<file path="src/kvt_pkg.sv">
package kvt_pkg;

   localparam int DEPTH_DEFAULT = 32;
   localparam int KEY_W         = 32;
   localparam int VALUE_W       = 32;
   localparam int CMD_W         = 2;
   localparam int CAP_W         = 6;
   localparam int QUEUE_DEPTH   = 2;

   localparam logic [CAP_W-1:0] CAP_RESET = CAP_W'(32);

   localparam logic [CMD_W-1:0] CMD_GET    = 2'd0;
   localparam logic [CMD_W-1:0] CMD_INSERT = 2'd1;
   localparam logic [CMD_W-1:0] CMD_REMOVE = 2'd2;

   typedef enum logic [1:0] {
      OP_GET,
      OP_INSERT,
      OP_REMOVE,
      OP_NOP
   } kvt_op_type;

   typedef enum logic [2:0] {
      ST_IDLE,
      ST_MATCH,
      ST_ENCODE,
      ST_EXEC,
      ST_READ,
      ST_DONE
   } kvt_state_type;

   typedef struct packed {
      kvt_op_type                op;
      logic signed [KEY_W-1:0]   key;
      logic        [VALUE_W-1:0] value;
   } kvt_item_type;

endpackage

</file>
<file path="src/kvt_if.sv">
interface kvt_req_if;
   import kvt_pkg::*;

   logic                         valid;
   logic                         ready;
   logic        [CMD_W-1:0]      command;
   logic signed [KEY_W-1:0]      key;
   logic        [VALUE_W-1:0]    value;

   modport source (output valid, output command, output key, output value, input ready);
   modport sink   (input valid, input command, input key, input value, output ready);
endinterface

interface kvt_rsp_if;
   import kvt_pkg::*;

   logic                  valid;
   logic                  ready;
   logic [VALUE_W-1:0]    read_value;
   logic                  hit;

   modport source (output valid, output read_value, output hit, input ready);
   modport sink   (input valid, input read_value, input hit, output ready);
endinterface

</file>
<file path="src/kvt_ram.sv">
module kvt_ram #(
   parameter int WIDTH = 32,
   parameter int DEPTH = 32
) (
   input  logic                     clock,
   input  logic                     we,
   input  logic [$clog2(DEPTH)-1:0] waddr,
   input  logic [WIDTH-1:0]         wdata,
   input  logic [$clog2(DEPTH)-1:0] raddr,
   output logic [WIDTH-1:0]         rdata
);

   logic [WIDTH-1:0] mem_ff [DEPTH];
   logic [WIDTH-1:0] rdata_ff;

   always_ff @(posedge clock) begin
      if (we) begin
         mem_ff[waddr] <= wdata;
      end
      rdata_ff <= mem_ff[raddr];
   end

   assign rdata = rdata_ff;

endmodule

</file>
<file path="src/kvt_front.sv">
module kvt_front (
   input  logic                  clock,
   input  logic                  reset,
   kvt_req_if.sink               req,
   output logic                  q_valid,
   input  logic                  q_ready,
   output kvt_pkg::kvt_item_type q_item
);
   import kvt_pkg::*;

   localparam int PTR_W = $clog2(QUEUE_DEPTH);
   localparam int CNT_W = $clog2(QUEUE_DEPTH + 1);

   kvt_item_type           entries_ff [QUEUE_DEPTH];
   logic [PTR_W-1:0]       wr_ptr_ff, wr_ptr_in;
   logic [PTR_W-1:0]       rd_ptr_ff, rd_ptr_in;
   logic [CNT_W-1:0]       cnt_ff, cnt_in;
   kvt_item_type           item_in;
   logic                   push, pop;

   // command decode into an internal opcode
   always_comb begin
      item_in.key   = req.key;
      item_in.value = req.value;
      unique case (req.command)
         CMD_GET:    item_in.op = OP_GET;
         CMD_INSERT: item_in.op = OP_INSERT;
         CMD_REMOVE: item_in.op = OP_REMOVE;
         default:    item_in.op = OP_NOP;
      endcase
   end

   assign req.ready = (cnt_ff != CNT_W'(QUEUE_DEPTH));
   assign push      = req.valid && req.ready;
   assign q_valid   = (cnt_ff != '0);
   assign pop       = q_valid && q_ready;
   assign q_item    = entries_ff[rd_ptr_ff];

   always_comb begin
      wr_ptr_in = wr_ptr_ff;
      rd_ptr_in = rd_ptr_ff;
      cnt_in    = cnt_ff;
      if (push) begin
         wr_ptr_in = (wr_ptr_ff == PTR_W'(QUEUE_DEPTH - 1)) ? '0 : wr_ptr_ff + 1'b1;
      end
      if (pop) begin
         rd_ptr_in = (rd_ptr_ff == PTR_W'(QUEUE_DEPTH - 1)) ? '0 : rd_ptr_ff + 1'b1;
      end
      if (push && !pop) begin
         cnt_in = cnt_ff + 1'b1;
      end else if (pop && !push) begin
         cnt_in = cnt_ff - 1'b1;
      end
   end

   always_ff @(posedge clock) begin
      if (reset) begin
         wr_ptr_ff <= '0;
         rd_ptr_ff <= '0;
         cnt_ff    <= '0;
      end else begin
         wr_ptr_ff <= wr_ptr_in;
         rd_ptr_ff <= rd_ptr_in;
         cnt_ff    <= cnt_in;
      end
   end

   always_ff @(posedge clock) begin
      if (push) begin
         entries_ff[wr_ptr_ff] <= item_in;
      end
   end

endmodule

</file>
<file path="src/kvt_back.sv">
module kvt_back #(
   parameter int DEPTH = kvt_pkg::DEPTH_DEFAULT
) (
   input  logic                           clock,
   input  logic                           reset,
   input  logic [kvt_pkg::CAP_W-1:0]      cap,
   input  logic                           q_valid,
   output logic                           q_ready,
   input  kvt_pkg::kvt_item_type          q_item,
   kvt_rsp_if.source                      rsp,
   output logic [$clog2(DEPTH+1)-1:0]     entry_count
);
   import kvt_pkg::*;

   localparam int SLOT_W = $clog2(DEPTH);
   localparam int CNT_W  = $clog2(DEPTH + 1);
   localparam int CMP_W  = (CNT_W > CAP_W) ? CNT_W : CAP_W;

   kvt_state_type        state_ff, state_in;
   kvt_item_type         item_ff;
   logic [KEY_W-1:0]     keys_ff [DEPTH];
   logic [CNT_W-1:0]     count_ff, count_in;
   logic [DEPTH-1:0]     match_ff, match_in;
   logic [SLOT_W-1:0]    slot_ff, slot_in;
   logic                 hit_ff, hit_in;
   logic [VALUE_W-1:0]   rd_ff;
   logic                 rsp_valid_ff, rsp_valid_in;
   logic [VALUE_W-1:0]   rsp_value_ff;
   logic                 rsp_hit_ff;

   logic [SLOT_W-1:0]    last_slot;
   logic [SLOT_W-1:0]    tail_slot;
   logic                 room;
   logic                 out_free;

   logic                 pop;
   logic                 key_we;
   logic [SLOT_W-1:0]    key_waddr;
   logic [KEY_W-1:0]     key_wdata;
   logic                 ram_we;
   logic [SLOT_W-1:0]    ram_waddr;
   logic [VALUE_W-1:0]   ram_wdata;
   logic [SLOT_W-1:0]    ram_raddr;
   logic [VALUE_W-1:0]   ram_rdata;
   logic                 count_inc, count_dec;
   logic                 rd_clear, rd_load;
   logic                 rsp_load;

   assign last_slot = SLOT_W'(count_ff - 1'b1);
   assign tail_slot = SLOT_W'(count_ff);
   assign room      = (count_ff < CNT_W'(DEPTH)) && (CMP_W'(count_ff) < CMP_W'(cap));
   assign out_free  = !rsp_valid_ff || rsp.ready;

   // parallel compare against every live entry
   always_comb begin
      for (int i = 0; i < DEPTH; i++) begin
         match_in[i] = (keys_ff[i] == item_ff.key) && (CNT_W'(i) < count_ff);
      end
   end

   // lowest matching slot wins
   always_comb begin
      slot_in = '0;
      for (int i = DEPTH - 1; i >= 0; i--) begin
         if (match_ff[i]) begin
            slot_in = SLOT_W'(i);
         end
      end
      hit_in = |match_ff;
   end

   always_comb begin
      state_in = state_ff;
      unique case (state_ff)
         ST_IDLE:   if (q_valid) state_in = ST_MATCH;
         ST_MATCH:  state_in = ST_ENCODE;
         ST_ENCODE: state_in = ST_EXEC;
         ST_EXEC: begin
            if (hit_ff && (item_ff.op == OP_GET || item_ff.op == OP_REMOVE)) begin
               state_in = ST_READ;
            end else begin
               state_in = ST_DONE;
            end
         end
         ST_READ:   state_in = ST_DONE;
         ST_DONE:   if (out_free) state_in = ST_IDLE;
         default:   state_in = ST_IDLE;
      endcase
   end

   always_comb begin
      pop       = 1'b0;
      key_we    = 1'b0;
      key_waddr = slot_ff;
      key_wdata = item_ff.key;
      ram_we    = 1'b0;
      ram_waddr = slot_ff;
      ram_wdata = item_ff.value;
      ram_raddr = slot_ff;
      count_inc = 1'b0;
      count_dec = 1'b0;
      rd_clear  = 1'b0;
      rd_load   = 1'b0;
      rsp_load  = 1'b0;
      unique case (state_ff)
         ST_IDLE:   pop = q_valid;
         ST_MATCH:  ;
         ST_ENCODE: ;
         ST_EXEC: begin
            rd_clear = 1'b1;
            case (item_ff.op)
               OP_INSERT: begin
                  if (hit_ff) begin
                     ram_we = 1'b1;
                  end else if (room) begin
                     key_we    = 1'b1;
                     key_waddr = tail_slot;
                     ram_we    = 1'b1;
                     ram_waddr = tail_slot;
                     count_inc = 1'b1;
                  end
               end
               OP_REMOVE: begin
                  if (hit_ff) begin
                     key_we    = 1'b1;
                     key_wdata = keys_ff[last_slot];
                     ram_raddr = last_slot;
                  end
               end
               default: ;
            endcase
         end
         ST_READ: begin
            if (item_ff.op == OP_REMOVE) begin
               ram_we    = 1'b1;
               ram_wdata = ram_rdata;
               count_dec = 1'b1;
            end else begin
               rd_load = 1'b1;
            end
         end
         ST_DONE:   rsp_load = out_free;
         default:   ;
      endcase
   end

   always_comb begin
      count_in = count_ff;
      if (count_inc) begin
         count_in = count_ff + 1'b1;
      end else if (count_dec) begin
         count_in = count_ff - 1'b1;
      end
      rsp_valid_in = rsp_valid_ff;
      if (rsp_load) begin
         rsp_valid_in = 1'b1;
      end else if (rsp.ready) begin
         rsp_valid_in = 1'b0;
      end
   end

   always_ff @(posedge clock) begin
      if (reset) begin
         state_ff     <= ST_IDLE;
         count_ff     <= '0;
         rsp_valid_ff <= 1'b0;
      end else begin
         state_ff     <= state_in;
         count_ff     <= count_in;
         rsp_valid_ff <= rsp_valid_in;
      end
   end

   always_ff @(posedge clock) begin
      if (pop) begin
         item_ff <= q_item;
      end
      if (state_ff == ST_MATCH) begin
         match_ff <= match_in;
      end
      if (state_ff == ST_ENCODE) begin
         slot_ff <= slot_in;
         hit_ff  <= hit_in;
      end
      if (key_we) begin
         keys_ff[key_waddr] <= key_wdata;
      end
      if (rd_clear) begin
         rd_ff <= '0;
      end else if (rd_load) begin
         rd_ff <= ram_rdata;
      end
      if (rsp_load) begin
         rsp_value_ff <= rd_ff;
         rsp_hit_ff   <= hit_ff;
      end
   end

   kvt_ram #(
      .WIDTH (VALUE_W),
      .DEPTH (DEPTH)
   ) u_value_ram (
      .clock (clock),
      .we    (ram_we),
      .waddr (ram_waddr),
      .wdata (ram_wdata),
      .raddr (ram_raddr),
      .rdata (ram_rdata)
   );

   assign q_ready        = (state_ff == ST_IDLE);
   assign rsp.valid      = rsp_valid_ff;
   assign rsp.read_value = rsp_value_ff;
   assign rsp.hit        = rsp_hit_ff;
   assign entry_count    = count_ff;

endmodule

</file>
<file path="src/small_key_value_table.sv">
// Small unsorted key-value table (get, insert/update, remove) holding up to DEPTH entries,
// further limited by the 6-bit capacity register written through csr_we/csr_wdata.
// A two-entry input queue takes transactions while the execution side is busy. Each
// transaction then passes through the execution side in these steps (the read is skipped
// when no value read is needed): fetch, parallel key compare across all entries held in
// flops, priority encode, update, value-store read, result. The value store is a RAM with
// one write port and a registered read port, which is why gets and removes that hit need
// the read step. A result waiting at rsp holds the execution side in its result step; the
// queue keeps accepting until both of its entries are taken. No clearing pass after reset.
module small_key_value_table #(
   parameter int DEPTH = kvt_pkg::DEPTH_DEFAULT
) (
   input  logic                       clock,
   input  logic                       reset,
   kvt_req_if.sink                    req,
   kvt_rsp_if.source                  rsp,
   input  logic                       csr_we,
   input  logic [kvt_pkg::CAP_W-1:0]  csr_wdata
);
   import kvt_pkg::*;

   localparam int CNT_W = $clog2(DEPTH + 1);

   logic [CAP_W-1:0]  cap_ff;
   logic              q_valid;
   logic              q_ready;
   kvt_item_type      q_item;
   logic [CNT_W-1:0]  entry_count;

   always_ff @(posedge clock) begin
      if (reset) begin
         cap_ff <= CAP_RESET;
      end else if (csr_we) begin
         cap_ff <= csr_wdata;
      end
   end

   kvt_front u_front (
      .clock   (clock),
      .reset   (reset),
      .req     (req),
      .q_valid (q_valid),
      .q_ready (q_ready),
      .q_item  (q_item)
   );

   kvt_back #(
      .DEPTH (DEPTH)
   ) u_back (
      .clock       (clock),
      .reset       (reset),
      .cap         (cap_ff),
      .q_valid     (q_valid),
      .q_ready     (q_ready),
      .q_item      (q_item),
      .rsp         (rsp),
      .entry_count (entry_count)
   );

`ifndef SYNTHESIS
   a_miss_reads_zero: assert property (@(posedge clock) disable iff (reset)
      rsp.valid |-> (rsp.hit || rsp.read_value == '0))
      else $error("response without hit carries a non-zero value");

   a_one_at_a_time: assert property (@(posedge clock) disable iff (reset)
      (q_valid && q_ready) |=> !q_ready)
      else $error("execution side took a second transaction while busy");

   a_count_bound: assert property (@(posedge clock) disable iff (reset)
      entry_count <= CNT_W'(DEPTH))
      else $error("entry count beyond table depth");

   a_count_step: assert property (@(posedge clock) disable iff (reset)
      !$stable(entry_count) |-> $past(q_ready) == 1'b0)
      else $error("entry count changed while idle");
`endif

endmodule
</file>
<file path="src/flat_wrapper.sv">
// flat-port wrapper written by rule: the top's interface ports become plain ports
module small_key_value_table_flat import kvt_pkg::*;
#(
   parameter int DEPTH = kvt_pkg::DEPTH_DEFAULT
)
  (clock, reset, csr_we, csr_wdata, req_valid, req_command, req_key, req_value, req_ready, rsp_valid, rsp_read_value, rsp_hit, rsp_ready);
  kvt_req_if req_i ();
  kvt_rsp_if rsp_i ();
  input  logic clock;
  input  logic reset;
  input  logic csr_we;
  input  logic [kvt_pkg::CAP_W-1:0] csr_wdata;
  input wire logic [$bits(req_i.valid)-1:0] req_valid;
  input wire logic [$bits(req_i.command)-1:0] req_command;
  input wire logic [$bits(req_i.key)-1:0] req_key;
  input wire logic [$bits(req_i.value)-1:0] req_value;
  output wire logic [$bits(req_i.ready)-1:0] req_ready;
  output wire logic [$bits(rsp_i.valid)-1:0] rsp_valid;
  output wire logic [$bits(rsp_i.read_value)-1:0] rsp_read_value;
  output wire logic [$bits(rsp_i.hit)-1:0] rsp_hit;
  input wire logic [$bits(rsp_i.ready)-1:0] rsp_ready;
  assign req_i.valid = req_valid;
  assign req_i.command = req_command;
  assign req_i.key = req_key;
  assign req_i.value = req_value;
  assign req_ready = req_i.ready;
  assign rsp_valid = rsp_i.valid;
  assign rsp_read_value = rsp_i.read_value;
  assign rsp_hit = rsp_i.hit;
  assign rsp_i.ready = rsp_ready;
  small_key_value_table #(.DEPTH(DEPTH)) u_core (.clock(clock), .reset(reset), .req(req_i), .rsp(rsp_i), .csr_we(csr_we), .csr_wdata(csr_wdata));
endmodule
</file>
<file path="config.mk">
export PLATFORM = sky130hd
export DESIGN_NAME = small_key_value_table_flat
export DESIGN_NICKNAME = d
export VERILOG_FILES = /design/src/kvt_pkg.sv /design/src/kvt_if.sv /design/src/kvt_ram.sv /design/src/kvt_front.sv /design/src/kvt_back.sv /design/src/small_key_value_table.sv /design/src/flat_wrapper.sv
export SDC_FILE = /design/constraint.sdc
export NUM_CORES = 2
export LEC_CHECK = 0
export BUFFER_PORTS_ARGS = -buffer_cell sky130_fd_sc_hd__buf_2
export CAP_MARGIN = 20
export CELL_PAD_IN_SITES_DETAIL_PLACEMENT = 0
export CELL_PAD_IN_SITES_GLOBAL_PLACEMENT = 2
export CORE_ASPECT_RATIO = 1.1
export CORE_UTILIZATION = 25
export DETAILED_ROUTE_END_ITERATION = 10
export GPL_TIMING_DRIVEN = 0
export PLACE_DENSITY_LB_ADDON = 0.2
export SYNTH_ARGS = -nofsm -noshare
export SYNTH_HDL_FRONTEND = slang
export SYNTH_SLANG_ARGS = --single-unit
</file>
<file path="constraint.sdc">
create_clock -name clock -period 4.6 [get_ports clock]
set_input_delay 0.69 -clock clock [delete_from_list [all_inputs] [get_ports clock]]
set_output_delay 0.69 -clock clock [all_outputs]
set_load 0.1 [all_outputs]
</file>
# Yosys cells after proc, flatten, opt, wreduce, memory -nomap -nowiden

Memory sizes are Yosys's and may differ from the RTL's. A register that Yosys moved wholly into a read port is not among the register bits.
Cells that the tools add are included.

Output and inout port bits: 35
Flip-flop bits (word level): 123
Input port bits: 77
RAM bits: 2180
Memories kept: 3
Logic and storage cells: 239

Memories:

| name                             | words | bits a word | rd ports | clocked after Yosys merged registers in | write ports | line            | text |
|---|---|---|---|---|---|---|---|
| u_core.u_back.keys_ff            | 32    | 32          | 33       | 0                                       | 1           | kvt_back.sv:21  | `logic [KEY_W-1:0] keys_ff [DEPTH];` |
| u_core.u_back.u_value_ram.mem_ff | 32    | 32          | 1        | 1                                       | 1           | kvt_ram.sv:13   | `logic [WIDTH-1:0] mem_ff [DEPTH];` |
| u_core.u_front.entries_ff        | 2     | 66          | 1        | 1                                       | 1           | kvt_front.sv:14 | `kvt_item_type entries_ff [QUEUE_DEPTH];` |

Equality and inequality tests: 44
$add $sub $neg: 6
$lt $le $gt $ge: 34
Muxes and demuxes: 79
Reduce and logical (&&, ||, !) cells: 56

Operators with widths:

| kind                | number |
|---|---|
| $eq 32x32->1        | 32 |
| $mux 32             | 5 |
| $mux 5              | 23 |
| $lt 5x6->1 const A  | 16 |
| $lt 4x6->1 const A  | 8 |
| $logic_and 1x1->1   | 38 |
| $mux 4              | 8 |
| $reduce_or 32->1    | 1 |
| $mux 1              | 27 |
| $lt 3x6->1 const A  | 4 |
| $mux 3              | 6 |
| $pmux 3 s6          | 1 |
| $reduce_or 16->1    | 1 |
| $lt 1x6->1 const A  | 2 |
| $lt 2x6->1 const A  | 2 |
| $mux 6              | 2 |
| $mux 2              | 4 |
| $reduce_bool 2->1   | 4 |
| $reduce_or 8->1     | 1 |
| $add 6x1->6 const B | 1 |
| $eq 3x2->1 const B  | 2 |
| $eq 3x3->1 const B  | 2 |
| $lt 6x6->1          | 1 |
| $lt 6x6->1 const B  | 1 |
| 17 further kinds    | 27 |

# Depth between registers and ports, before layout

Word-level depth: 31
Depth in mapped cells: 14
Gate-level depth less buffers: 9

# By module

From an unflattened synthesis, not the netlist that was laid out.

Cell total of the unflattened synthesis: 6637
Area total of the unflattened synthesis: 104803.0 um2

Modules (own cells, without submodules):

| module                | area an instance (um2) | times used | cells an instance | sequential area each (um2) |
|---|---|---|---|---|
| kvt_back              | 59100.4                | 1          | 4127              | 35704.2 |
| kvt_ram               | 40485.1                | 1          | 2260              | 31390.1 |
| kvt_front             | 4999.8                 | 1          | 231               | 4063.9 |
| small_key_value_table | 217.7                  | 1          | 19                | 120.1 |

# Least setup slack after synthesis

Ideal clock, no wire load.

Kind: flip-flop to flip-flop
Start: register u_core.u_back.count_ff[4], in the netlist u_core.u_back.entry_count[4]
End: memory u_core.u_back.u_value_ram.mem_ff[30][0], enable pin
Buffers on the path: 1
Cell stages (with the launch flop): 9
Setup slack: -0.341 ns
Arrival time: 4.471 ns
Required time: 4.130 ns
Period minus slack after synthesis: 4.941 ns
Cell sequence: dfxtp_1 > ha_1 > a21o_1 > a211oi_1 > o2111ai_1 > clkbuf_1 > nor4_1 > o22ai_1 > a211oi_1

Longest elaborated chain between the ends: 8

RTL lines:

| what                         | line            | text |
|---|---|---|
| start, declared              | kvt_back.sv:22  | `logic [CNT_W-1:0] count_ff, count_in;` |
| start signal, assigned       | kvt_back.sv:169 | `count_ff <= count_in;` |
| $lt 6x6->1                   | kvt_back.sv:51  | `assign room = (count_ff < CNT_W'(DEPTH)) && (CMP_W'(count_ff) < CMP_W'(cap));` |
| $logic_and 1x1->1            | kvt_back.sv:51  |  |
| $mux 1                       | kvt_back.sv:115 | `end else if (room) begin` |
| $mux 1                       | kvt_back.sv:113 | `if (hit_ff) begin` |
| $mux 1                       | kvt_back.sv:111 | `case (item_ff.op)` |
| $pmux 1 s2                   | kvt_back.sv:105 | `unique case (state_ff)` |
| $mux 1                       | kvt_ram.sv:17   | `if (we) begin` |
| $mux 1 (not written as such) | kvt_ram.sv:18   | `mem_ff[waddr] <= wdata;` |
| end, declared                | kvt_ram.sv:13   |  |

Several ways; a longest one is shown, not always the timed one.

# Worst setup path after layout

Start: register u_core.u_back.item_ff[59] (netlist name)
End: register u_core.u_back.match_ff[2], data pin

Longest elaborated chain between the ends: 2

RTL lines:

| what                                | line            | text |
|---|---|---|
| $eq 32x32->1                        | kvt_back.sv:57  | `match_in[i] = (keys_ff[i] == item_ff.key) && (CNT_W'(i) < count_ff);` |
| $logic_and 1x1->1                   | kvt_back.sv:57  |  |
| named net u_core.u_back.match_in[2] | kvt_back.sv:23  | `logic [DEPTH-1:0] match_ff, match_in;` |
| end signal, assigned                | kvt_back.sv:179 | `match_ff <= match_in;` |
| end, declared                       | kvt_back.sv:23  |  |

The timed path passes the listed nets, and every way through them passes these cells.
A chain may end at the register's enable or synchronous reset.

==> flow_summary.yaml <==
floorplanning:
  die_x_um: 619
  coreArea_um2: 415000
  die_area_um2: 421000
  ios: 112
  initial_utilization: 0.252
  die_h_um: 680
  row_count: 248
logic_synthesis:
  synth_area_um2: 105000
  ys_seq_elements: 2401
  synth-seq-area-share: 0.681
  synth_area_leaders: "edfxtp_1 67%, mux4_2 7.1%, xor2_1 6.2%, nand2_1 2.5%, xnor2_1 2.5%"
  synth_top_area_frac: 0.665
  synth.distinct_cells: 82
  synthTopCellsByCount: "2317 x edfxtp_1, 738 x xor2_1, 693 x nand2_1"
  synth_nets: 6756
  synth_cells: 6667
  synth_edf_count: 2317
  synth.most_common_cell: "edfxtp_1"
  yosysTopAreaCell: "edfxtp_1"
  async_flop_share: 0
  synth-warning-count: 0
  syn_area_per_cell_um2: 15.7
  ys.flop_type: "edfxtp_1"
worst_setup_path:
  start_kind: "register"
  r2r_cells: 7
  critPathArrivalTime_ns: 5.31
  worstPathCellList: "clkbuf_1 > clkbuf_2 > clkbuf_2 > xor2_1 > nor4_1 > nand4_1 > nor3_1"
  worst-r2r-setup-slack_ns: -0.11
  slowest_delay_ns: 0.86
  end_kind: "register"
  crit_top_cell: "clkbuf_2"
  worstPathRequired_ns: 5.19
  critPathMaxFanout: 10
  critical_path_class: "reg2reg"
  slowest_stage: "nor3_1"
route:
  dr.pass1.iters: 6
  vias_per_cell: 5.18
  ant_nets: 0
  drt_iter0_markers: 8355
  wl_mm: 529
  vias: 68600
  wl_per_cell_um: 40.0
  drcViolationCount: 0
cells_and_area:
  stdcell_count: 13200
  fin_area_um2: 130000
  syn2layout_area_growth_pct: 24.7
  fillers: 40700
  layout.nets: 7590
  drive_above_1_share: 0.227
global_route:
  grt_pass1_wl_mm: 681
  grt_max_degree: 68
  antenna_found_initial: 38
  grt_pass1_vias: 67700
  grt-ovfl-total: 0
  grt_use_total: 0.246
placement:
  placed_area_um2: 120000
  dpl.hpwl_mm: 404
  port_buffers: 108
  dp_cells: 12600
  place_congestion: 0.967
power:
  p_leak_nw: 42.5
  ir_drop_mv: 0.285
  power_mw: 76.9
  cellPowerDensity_nw_per_um2: 589
run_status:
  status: "finished, violations left"
  violations: "negative setup slack"
sta:
  rsz0062_at_grt: "true"
  fin_crit_sh: 1.02
  setup_viol: 45
  drv_slew: 0
  fin_ws_ns: -0.111
  period_needed_ns: 4.71
  slew_headroom: 0.0755
  hold_violations: 0
  worst_clock_skew_ns: 0.0541
  timing.fmax_mhz: 212
  tightest_slew_ns: 1.37
run:
  cap_viol_max_count: 0
clocking:
  cts_buffers: 284
  clk_pin_slew_ns: 0.06
  cts.sinks: 2401
  cts_root_buf: "clkbuf_16"
  insertion_delay_ns: 0.94
  cts_buffer_depth: 4
  cts_tree: "yes"
  h-tree-depth: 5
hold_path:
  holdPathStages: 3
  min_path_type: "in2reg"
## flip-flops by register name, summed over array words and instances (netlist names), 5 cells and up
signal	flops
u_core.u_back.u_value_ram.rdata	32
u_core.u_front.entries_ff	132
u_core.u_back.slot_ff	5
u_core.cap_ff	6
u_core.u_back.rd_ff	32
u_core.u_back.rsp.read_value	32
u_core.u_back.match_ff	32
u_core.u_back.u_value_ram.mem_ff	1024
u_core.u_back.item_ff	66
u_core.u_back.keys_ff	1024
u_core.u_back.entry_count	6
## report_power, final
group / total [mW] / internal (mW) / switching (mW)
Clock: 22.1 / 12.6 / 9.48
Sequential: 27.8 / 27.2 / 0.615
Combinational: 26.9 / 7.31 / 19.6
## path summary, 6_finish.rpt
check                                 start                               end
setup / recovery  u_core.u_back.item_ff[59]         u_core.u_back.match_ff[2]
hold / removal                        reset      u_core.u_back.entry_count[5]
setup reg to reg  u_core.u_back.item_ff[59]         u_core.u_back.match_ff[2]
hold reg to reg     u_core.u_back.rd_ff[28]  u_core.u_back.rsp.read_value[28]
## layout make-up
| type | count | area [um^2] | share of cell area |
|---|---|---|---|
| well taps | 5500 | 6880 | 0.0528 |
| clock inverters | 125 | 1010 | 0.00774 |
| inverters | 26 | 101 | 0.000777 |
| repair buffers | 549 | 8380 | 0.0643 |
| flip-flops and latches | 2401 | 71300 | 0.546 |
| plain buffers | 457 | 2440 | 0.0187 |
| multi-input cells | 3782 | 32500 | 0.249 |
| diodes | 24 | 60.1 | 0.000460 |
| clock buffers | 380 | 7770 | 0.0596 |
## repair_timing
| item | CTS | global route |
|---|---|---|
| hold endpoints to repair | 132 | 0 |
| pin swaps | 13 | 17 |
| hold buffers | 66 | 0 |
| endpoints found under the setup margin | 1929 | 587 |
| gates resized for setup | 116 | 27 |
| setup buffers | 32 | 23 |
## stage by stage
step	setup slack [ns]	hold slack, ns	TNS [ns]	utilization
2_1_floorplan	-0.339	0.408	-54.45	-
3_3_place_gp	-9.10	0.417	-	0.270
3_5_place_dp	-1.98	0.415	-1739.08	0.288
4_1_cts	-0.0124	0.0716	-0.175	0.312
5_1_grt	-0.0222	0.115	-0.273	0.314
6_report	-0.111	0.135	-1.11	0.314
## routing by layer
metal	GRT usage	up-vias	wire [um]
li1	-	27600	-
met1	0.294	36800	202000
met2	0.411	3215	254000
met3	0.0383	977	32300
met4	0.160	20	40800
met5	0	-	127
## kinds of logic after synthesis
family	Yosys count	share of synthesized area
compound gates	807	0.0534
mux	519	0.0902
flops	2401	0.681
simple gates	1408	0.0653
xor+xnor	1036	0.0870
fa+ha+maj	12	0.00144
buf+inv	484	0.0215
## critical path: cells and delay by family, from the launching register on
family / cells / cell delay (ns)
xor+xnor: 1 / 0.21
buf+inv: 3 / 2.35
flops: 1 / 0.33
simple gates: 3 / 1.39
## cell usage in the layout (no fill, tap or decap), drive strengths merged, types with 22 or more instances in the layout
master / count
diode: 24
mux2: 67
a221oi: 24
xnor2: 298
clkbuf: 640
mux4: 332
mux2i: 120
a22oi: 39
a21oi: 201
inv: 37
nand3: 43
a311oi: 22
and3: 164
xor2: 738
o21ai: 80
a2111oi: 30
dfxtp: 84
nor3: 58
buf: 679
a31oi: 84
edfxtp: 2317
nor2: 84
nor4: 219
clkinv: 97
dlygate4sd3: 66
a211oi: 162
nand2: 697
nand4: 97
(Power assumes the default switching activity.)
